### src/sv/greedy_lowest_neighbor_path_assert.svh
// Assertion macros for the greedy lowest-neighbor path block.
// Used by the top level; expects signals clk and rst_n in scope.
`ifndef GREEDY_LOWEST_NEIGHBOR_PATH_ASSERT_SVH
`define GREEDY_LOWEST_NEIGHBOR_PATH_ASSERT_SVH

// Same-cycle implication, disabled while reset is asserted.
`define GLNP_ASSERT_NOW(lbl, ante, cons, msg) \
  lbl: assert property (@(posedge clk) disable iff (!rst_n) (ante) |-> (cons)) \
    else $error(msg);

// Next-cycle implication, disabled while reset is asserted.
`define GLNP_ASSERT_NEXT(lbl, ante, cons, msg) \
  lbl: assert property (@(posedge clk) disable iff (!rst_n) (ante) |=> (cons)) \
    else $error(msg);

`endif

### src/sv/glnp_pkg.sv
// Shared types, sizes and helpers of the greedy lowest-neighbor path block.
// No dependencies; imported by glnp_step and the top level.
package glnp_pkg;

  localparam int MAX_ROWS    = 512;
  localparam int MAX_COLS    = 1024;
  localparam int STORE_DEPTH = MAX_ROWS * MAX_COLS;
  localparam int ADDR_W      = $clog2(STORE_DEPTH);
  localparam int ROW_W       = $clog2(MAX_ROWS);
  localparam int COL_W       = $clog2(MAX_COLS);
  localparam int NCOL_W      = $clog2(MAX_COLS + 1);

  localparam int ELEV_W      = 16;
  localparam int TOTAL_W     = 31;
  localparam int SEED_W      = 16;
  localparam int CFG_IDX_W   = 2;
  localparam int CFG_DATA_W  = 16;

  localparam logic [TOTAL_W-1:0] TOTAL_MAX = {TOTAL_W{1'b1}};
  localparam logic [SEED_W-1:0]  LFSR_MASK = 16'hB400;

  // Configuration register indexes
  localparam logic [CFG_IDX_W-1:0] CFG_ROWS_USED = 2'd0;
  localparam logic [CFG_IDX_W-1:0] CFG_COLS_USED = 2'd1;
  localparam logic [CFG_IDX_W-1:0] CFG_TIE_SEED  = 2'd2;

  typedef struct packed {
    logic signed [ELEV_W-1:0] elevation;
    logic                     last_sample;
  } in_item_t;

  typedef struct packed {
    logic [8:0]         best_row;
    logic [TOTAL_W-1:0] best_total;
  } out_item_t;

  // Outcome of one column step
  typedef struct packed {
    logic                     go_up;
    logic                     go_dn;
    logic                     tie_used;
    logic signed [ELEV_W-1:0] pick;
    logic [ELEV_W-1:0]        delta;
  } step_res_t;

  // Index of the last row in use, rows clamped to [2, MAX_ROWS]
  function automatic logic [ROW_W-1:0] last_row_of(logic [9:0] rows);
    logic [31:0] r;
    r = 32'(rows);
    if (r < 32'd2) r = 32'd2;
    else if (r > 32'(MAX_ROWS)) r = 32'(MAX_ROWS);
    return ROW_W'(r - 32'd1);
  endfunction

  // Columns in use, clamped to [2, MAX_COLS]
  function automatic logic [NCOL_W-1:0] ncols_of(logic [10:0] cols);
    logic [31:0] c;
    c = 32'(cols);
    if (c < 32'd2) c = 32'd2;
    else if (c > 32'(MAX_COLS)) c = 32'(MAX_COLS);
    return NCOL_W'(c);
  endfunction

  function automatic logic [SEED_W-1:0] lfsr_step(logic [SEED_W-1:0] s);
    return {1'b0, s[SEED_W-1:1]} ^ (s[0] ? LFSR_MASK : '0);
  endfunction

endpackage

### src/sv/glnp_step.sv
// Neighbor choice for one column step: picks the lowest forward neighbor,
// settles ties, and gives the absolute elevation change. Uses glnp_pkg.
module glnp_step import glnp_pkg::*; (
  input  logic signed [ELEV_W-1:0] here,
  input  logic signed [ELEV_W-1:0] st,
  input  logic signed [ELEV_W-1:0] up,
  input  logic signed [ELEV_W-1:0] dn,
  input  logic                     has_up,
  input  logic                     has_dn,
  input  logic                     tie_bit,
  output step_res_t                res
);

  logic signed [ELEV_W:0] diff;
  logic        [ELEV_W:0] mag;

  always_comb begin
    res          = '0;
    res.pick     = st;
    if (has_up && has_dn) begin
      if (up < st && up < dn) begin
        res.go_up = 1'b1;
        res.pick  = up;
      end else if (up == dn && dn < st) begin
        // up/down tie below straight: LFSR bit picks the side
        res.tie_used = 1'b1;
        res.pick     = dn;
        res.go_up    = tie_bit;
        res.go_dn    = !tie_bit;
      end else if (dn < up && dn < st) begin
        res.go_dn = 1'b1;
        res.pick  = dn;
      end
    end else if (has_up) begin
      if (up < st) begin
        res.go_up = 1'b1;
        res.pick  = up;
      end
    end else if (has_dn) begin
      if (dn < st) begin
        res.go_dn = 1'b1;
        res.pick  = dn;
      end
    end
    diff      = {res.pick[ELEV_W-1], res.pick} - {here[ELEV_W-1], here};
    mag       = diff[ELEV_W] ? (ELEV_W+1)'(0) - diff : diff;
    res.delta = mag[ELEV_W-1:0];
  end

endmodule

### config.mk
export PLATFORM = sky130hd
export DESIGN_NAME = glnp_step
export DESIGN_NICKNAME = d
export VERILOG_FILES = /design/src/sv/greedy_lowest_neighbor_path_assert.svh /design/src/sv/glnp_pkg.sv /design/src/sv/glnp_step.sv
export SDC_FILE = /design/constraint.sdc
export NUM_CORES = 1
export LEC_CHECK = 0
export BUFFER_PORTS_ARGS = -buffer_cell sky130_fd_sc_hd__buf_2
export CAP_MARGIN = 0
export CORE_ASPECT_RATIO = 0.75
export CORE_MARGIN = 2
export CORE_UTILIZATION = 30
export DETAILED_ROUTE_END_ITERATION = 8
export GPL_TIMING_DRIVEN = 0
export SYNTH_ARGS = -nofsm -noshare
export SYNTH_HDL_FRONTEND = slang
export SYNTH_SLANG_ARGS = --single-unit
### constraint.sdc
create_clock -name vclk -period 6.5
set_input_delay 0 -clock vclk [all_inputs]
set_output_delay 0 -clock vclk [all_outputs]
set_load 0.05 [all_outputs]
* Yosys cells after proc, flatten, opt, wreduce, memory -nomap -nowiden
Cells that the tools add are included.
** Cells by class
- Add/subtract/negate cells :: 2
- Magnitude comparators :: 4
- Eq/ne operators :: 1
- Mux-type cells :: 22
- Reduce and logical (&&, ||, !) cells :: 5
** Operators with widths (count)
- 16-bit two-way mux :: 9
- 16-bit less-than comparator :: 4
- 16-bit by 16-bit subtractor with 17-bit output :: 1
- 16-bit == test :: 1
- 1-bit by 16-bit subtractor with 16-bit output, first input constant :: 1
- 1-bit two-way mux :: 11
- 1-bit logical AND :: 4
- 2-bit two-way mux :: 2
- 1-bit zero test :: 1
** Storage, ports and cells
- Bits in registers :: 0
- Input bits :: 67
- Output and inout bits :: 35

* Logic depth before layout (Yosys ltp)
- Word-level depth :: 9
- Depth in mapped cells :: 22
- Gate-level depth less buffers :: 20

* Worst setup path after synthesis
OpenSTA, ideal clock, no wires.
- Path kind :: input to output
- Start :: input st[13]
- End :: output res[15] (netlist name)
- Arrival :: 6335 ps
- Slack :: 165 ps
- Stages :: 20
- Buffers on the path :: 2
- Cells stage by stage :: inv_1 -> ha_1 -> a21o_1 -> a2111oi_0 -> o21ai_0 -> a311o_1 -> a32oi_1 -> clkbuf_1 -> clkbuf_1 -> a22oi_1 -> a31oi_1 -> ha_1 -> a21o_1 -> a221oi_1 -> o211ai_1 -> a2111oi_4 -> nand4_1 -> nor4b_1 -> mux2i_1 -> nor3_1
** RTL lines
- from (decl) :: RTL line glnp_step.sv:5 : input logic signed [ELEV_W-1:0] st,
- to (decl) :: RTL line glnp_step.sv:11 : output step_res_t res

==> insert_results.sql <==
INSERT INTO impl_metrics (metric_group, metric, value, unit) VALUES
('logic_synthesis', 'synth_area_per_cell', '7.00', 'sq um'),
('route', 'dr.first_iter.drc_count', '270', ''),
('global_route', 'grt_max_degree', '11', ''),
('route', 'detail_route.first_pass.iterations', '5', ''),
('finish', 'final_stage_net_count', '701', ''),
('timing', 'timing_hold_violations_final', '0', ''),
('floorplanning', 'initial_core_util', '0.311', ''),
('route', 'number_of_routed_nets_with_antenna_violations', '0', ''),
('route', 'wl', '11400', 'um'),
('logic_synthesis', 'ys_warn_count', '0', ''),
('timing', 'finalHoldWorstSlack', '0.479', 'ns'),
('finish', 'multi_input_area', '2990', 'sq um'),
('worst_setup_path', 'worstPathArrival', '6.04', 'ns'),
('route', 'route.detailed.vias_per_inst', '5.58', ''),
('logic_synthesis', 'synth.area.top_cells', 'ha_1, inv_1, nand2_1', ''),
('timing', 'post-route-period-util', '0.929', ''),
('finish', 'n_clock_buffer', '0', ''),
('worst_setup_path', 'cp_required', '6.50', 'ns'),
('finish', 'seqCellArea', '0', 'sq um'),
('placement', 'port-buffer-count', '102', ''),
('worst_setup_path', 'crit_cells', '23', ''),
('logic_synthesis', 'synth_sequential_area_ratio', '0', ''),
('worst_setup_path', 'number_of_buffer_and_inverter_stages_on_the_critical_path', '5', ''),
('cts', 'ctsHoldBuffers', '0', ''),
('floorplanning', 'core-area', '10400', 'sq um'),
('power_and_ir_drop', 'max-vdd-ir-drop', '0.000172', 'V'),
('placement', 'place.gp.congestion', '0.930', ''),
('worst_setup_path', 'timing.critical_path.slowest_stage_cell', 'or4b_4', ''),
('worst_setup_path', 'setup.worst_path.end', 'res[15]', ''),
('min_path', 'timing.hold.worst.class', 'in -> out', ''),
('worst_setup_path', 'launch_point_of_the_critical_path', 'st[13]', ''),
('worst_setup_path', 'critical_path_max_stage_delay', '0.54', 'ns'),
('worst_setup_path', 'timing.critical_path.max_delay_family', 'compound AO/OA/AOI/OAI gates', ''),
('route', 'detail_route.drc_violations', '0', ''),
('floorplanning', 'die-height', '93.8', 'um'),
('floorplanning', 'std_cell_rows', '32', ''),
('global_route', 'antenna_found_initial', '0', ''),
('worst_setup_path', 'setup.worst_path.end_class', 'primary output', ''),
('worst_setup_path', 'path_max_fanout', '10', ''),
('placement', 'placed_area', '3910', 'sq um'),
('finish', 'fill_cells', '1117', ''),
('timing', 'min_period', '6.04', 'ns'),
('logic_synthesis', 'syn-cell-area', '3230', 'sq um'),
('route', 'route.detailed.wl_per_inst', '16.1', 'um'),
('logic_synthesis', 'cell_with_the_most_instances_after_synthesis', 'ha_1', ''),
('global_route', 'grt.overflow.total', '0', ''),
('finish', 'sequential_cell_total', '0', ''),
('logic_synthesis', 'syn_inst', '461', ''),
('timing', 'setup_viol', '0', ''),
('finish', 'final_core_utilization', '0.384', ''),
('finish', 'final_cell_area', '3980', 'sq um'),
('global_route', 'grt_usage', '0.190', ''),
('power_and_ir_drop', 'power', '0.000915', 'W'),
('finish', 'post_route_cells_drive_above_1_share', '0.229', ''),
('floorplanning', 'top_level_ports', '102', ''),
('route', 'vias', '3929', ''),
('logic_synthesis', 'yosysUniqueCellTypes', '70', ''),
('worst_setup_path', 'cp-start-kind', 'input port', ''),
('status', 'outcome', 'finished, final reports clean', ''),
('logic_synthesis', 'yosys.area.top_type', 'ha_1', ''),
('timing', 'timing.setup.tns', '0', 'ns'),
('timing', 'worstMarginPinSlew', '0.618', 'ns'),
('timing', 'rsz0062_at_grt', 'false', ''),
('timing', 'slew_headroom', '0.585', ''),
('finish', 'diodes', '0', ''),
('finish', 'area_delta_synth_final', '23.3', '%'),
('timing', 'timing_max_transition_violations_final', '0', ''),
('worst_setup_path', 'worstSetupPathType', 'in -> out', ''),
('worst_setup_path', 'crit_path_frequent_cell', 'buf_2', ''),
('power_and_ir_drop', 'power_per_cell_area', '230', 'nW/um^2'),
('floorplanning', 'dieArea', '11600', 'sq um');
[per-layer routing]
| layer | routed length [um] | global-route usage | part of all wire |
|---|---|---|---|
| met1 | 5630 | 0.285 | 0.50 |
| met2 | 4670 | 0.295 | 0.41 |
| met3 | 970 | 0.0267 | 0.085 |
| met4 | 95 | 0.0180 | 0.0084 |
| met5 | 0 | 0 | 0 |
[final cells by class]
| type | instances | area share |
|---|---|---|
| multi-input combinational | 391 | 0.751 |
| buffer | 14 | 0.0157 |
| tap | 136 | 0.0428 |
| inverter | 56 | 0.0528 |
| timing repair buffer | 107 | 0.138 |
[power by group]
part	total (W)	switching, W	internal [W]
logic	0.000915	0.000638	0.000277
clock network	0	0	0
registers	0	0	0
[cells in the final DEF, fill, tap and decap left out, types with 3 or more instances in the layout]
cell type  synthesis  layout
nor2_1            25      24
xnor2_1           11      11
clkbuf_2           0       3
xor2_1             9       9
o211ai_1           7       7
ha_1              63      63
o21a_1             5       5
o211a_1            3       3
nand2b_1           8       8
inv_1             56      56
or3_1              4       4
a211oi_1          17      16
a21o_1            12      12
o21ai_0           13      13
o21ai_1            6       6
a22oi_1           15      15
clkbuf_1          11       8
buf_4              0       5
nand4_1            9       9
nand2_1           50      50
nand3_1            5       5
buf_2              3     104
nor2b_1            8       8
o31ai_1            3       3
and3_1             3       3
nor3_1             6       6
a31oi_1           14      14
mux2i_1            3       3
a22o_1            16      16
a21oi_1           23      23
[stage by stage]
stage | cells | worst slack (ns)
detailed placement | 699 | 0.183
global placement | 699 | 0.439
finish | 704 | 0.459
CTS | 699 | 0.159
floorplan | 461 | 0.165
global route | 704 | 0.0939
[timing repair]
| item | CTS | global route |
|---|---|---|
| setup endpoints to repair | 0 | 7 |
| resized for setup | 0 | 13 |
| setup buffers | 0 | 5 |
[tightest hold or removal path: cells and delay by family]
family                   cells  cell delay (ns)
adder cells (fa/ha/maj)      1             0.16
buffers and inverters        3             0.32
[worst min-delay path by stage]
stage / endpoint / slack [ns] / cells after the start
after global placement: res[34] / 0.47 / 3
final: res[0] / 0.48 / 4
after detailed placement: res[34] / 0.47 / 3
after global routing: res[34] / 0.49 / 3
after floorplan: res[34] / 0.26 / 1
after CTS: res[34] / 0.47 / 3
[cell families after synthesis]
group,synth area share
muxes,0.00931
AOI/OAI and AO/OA,0.388
xor gates and xnor gates,0.0543
buffers and inverters,0.0826
adders and majority gates,0.250
and+or+nand+nor,0.216
(Power assumes the default switching activity.)
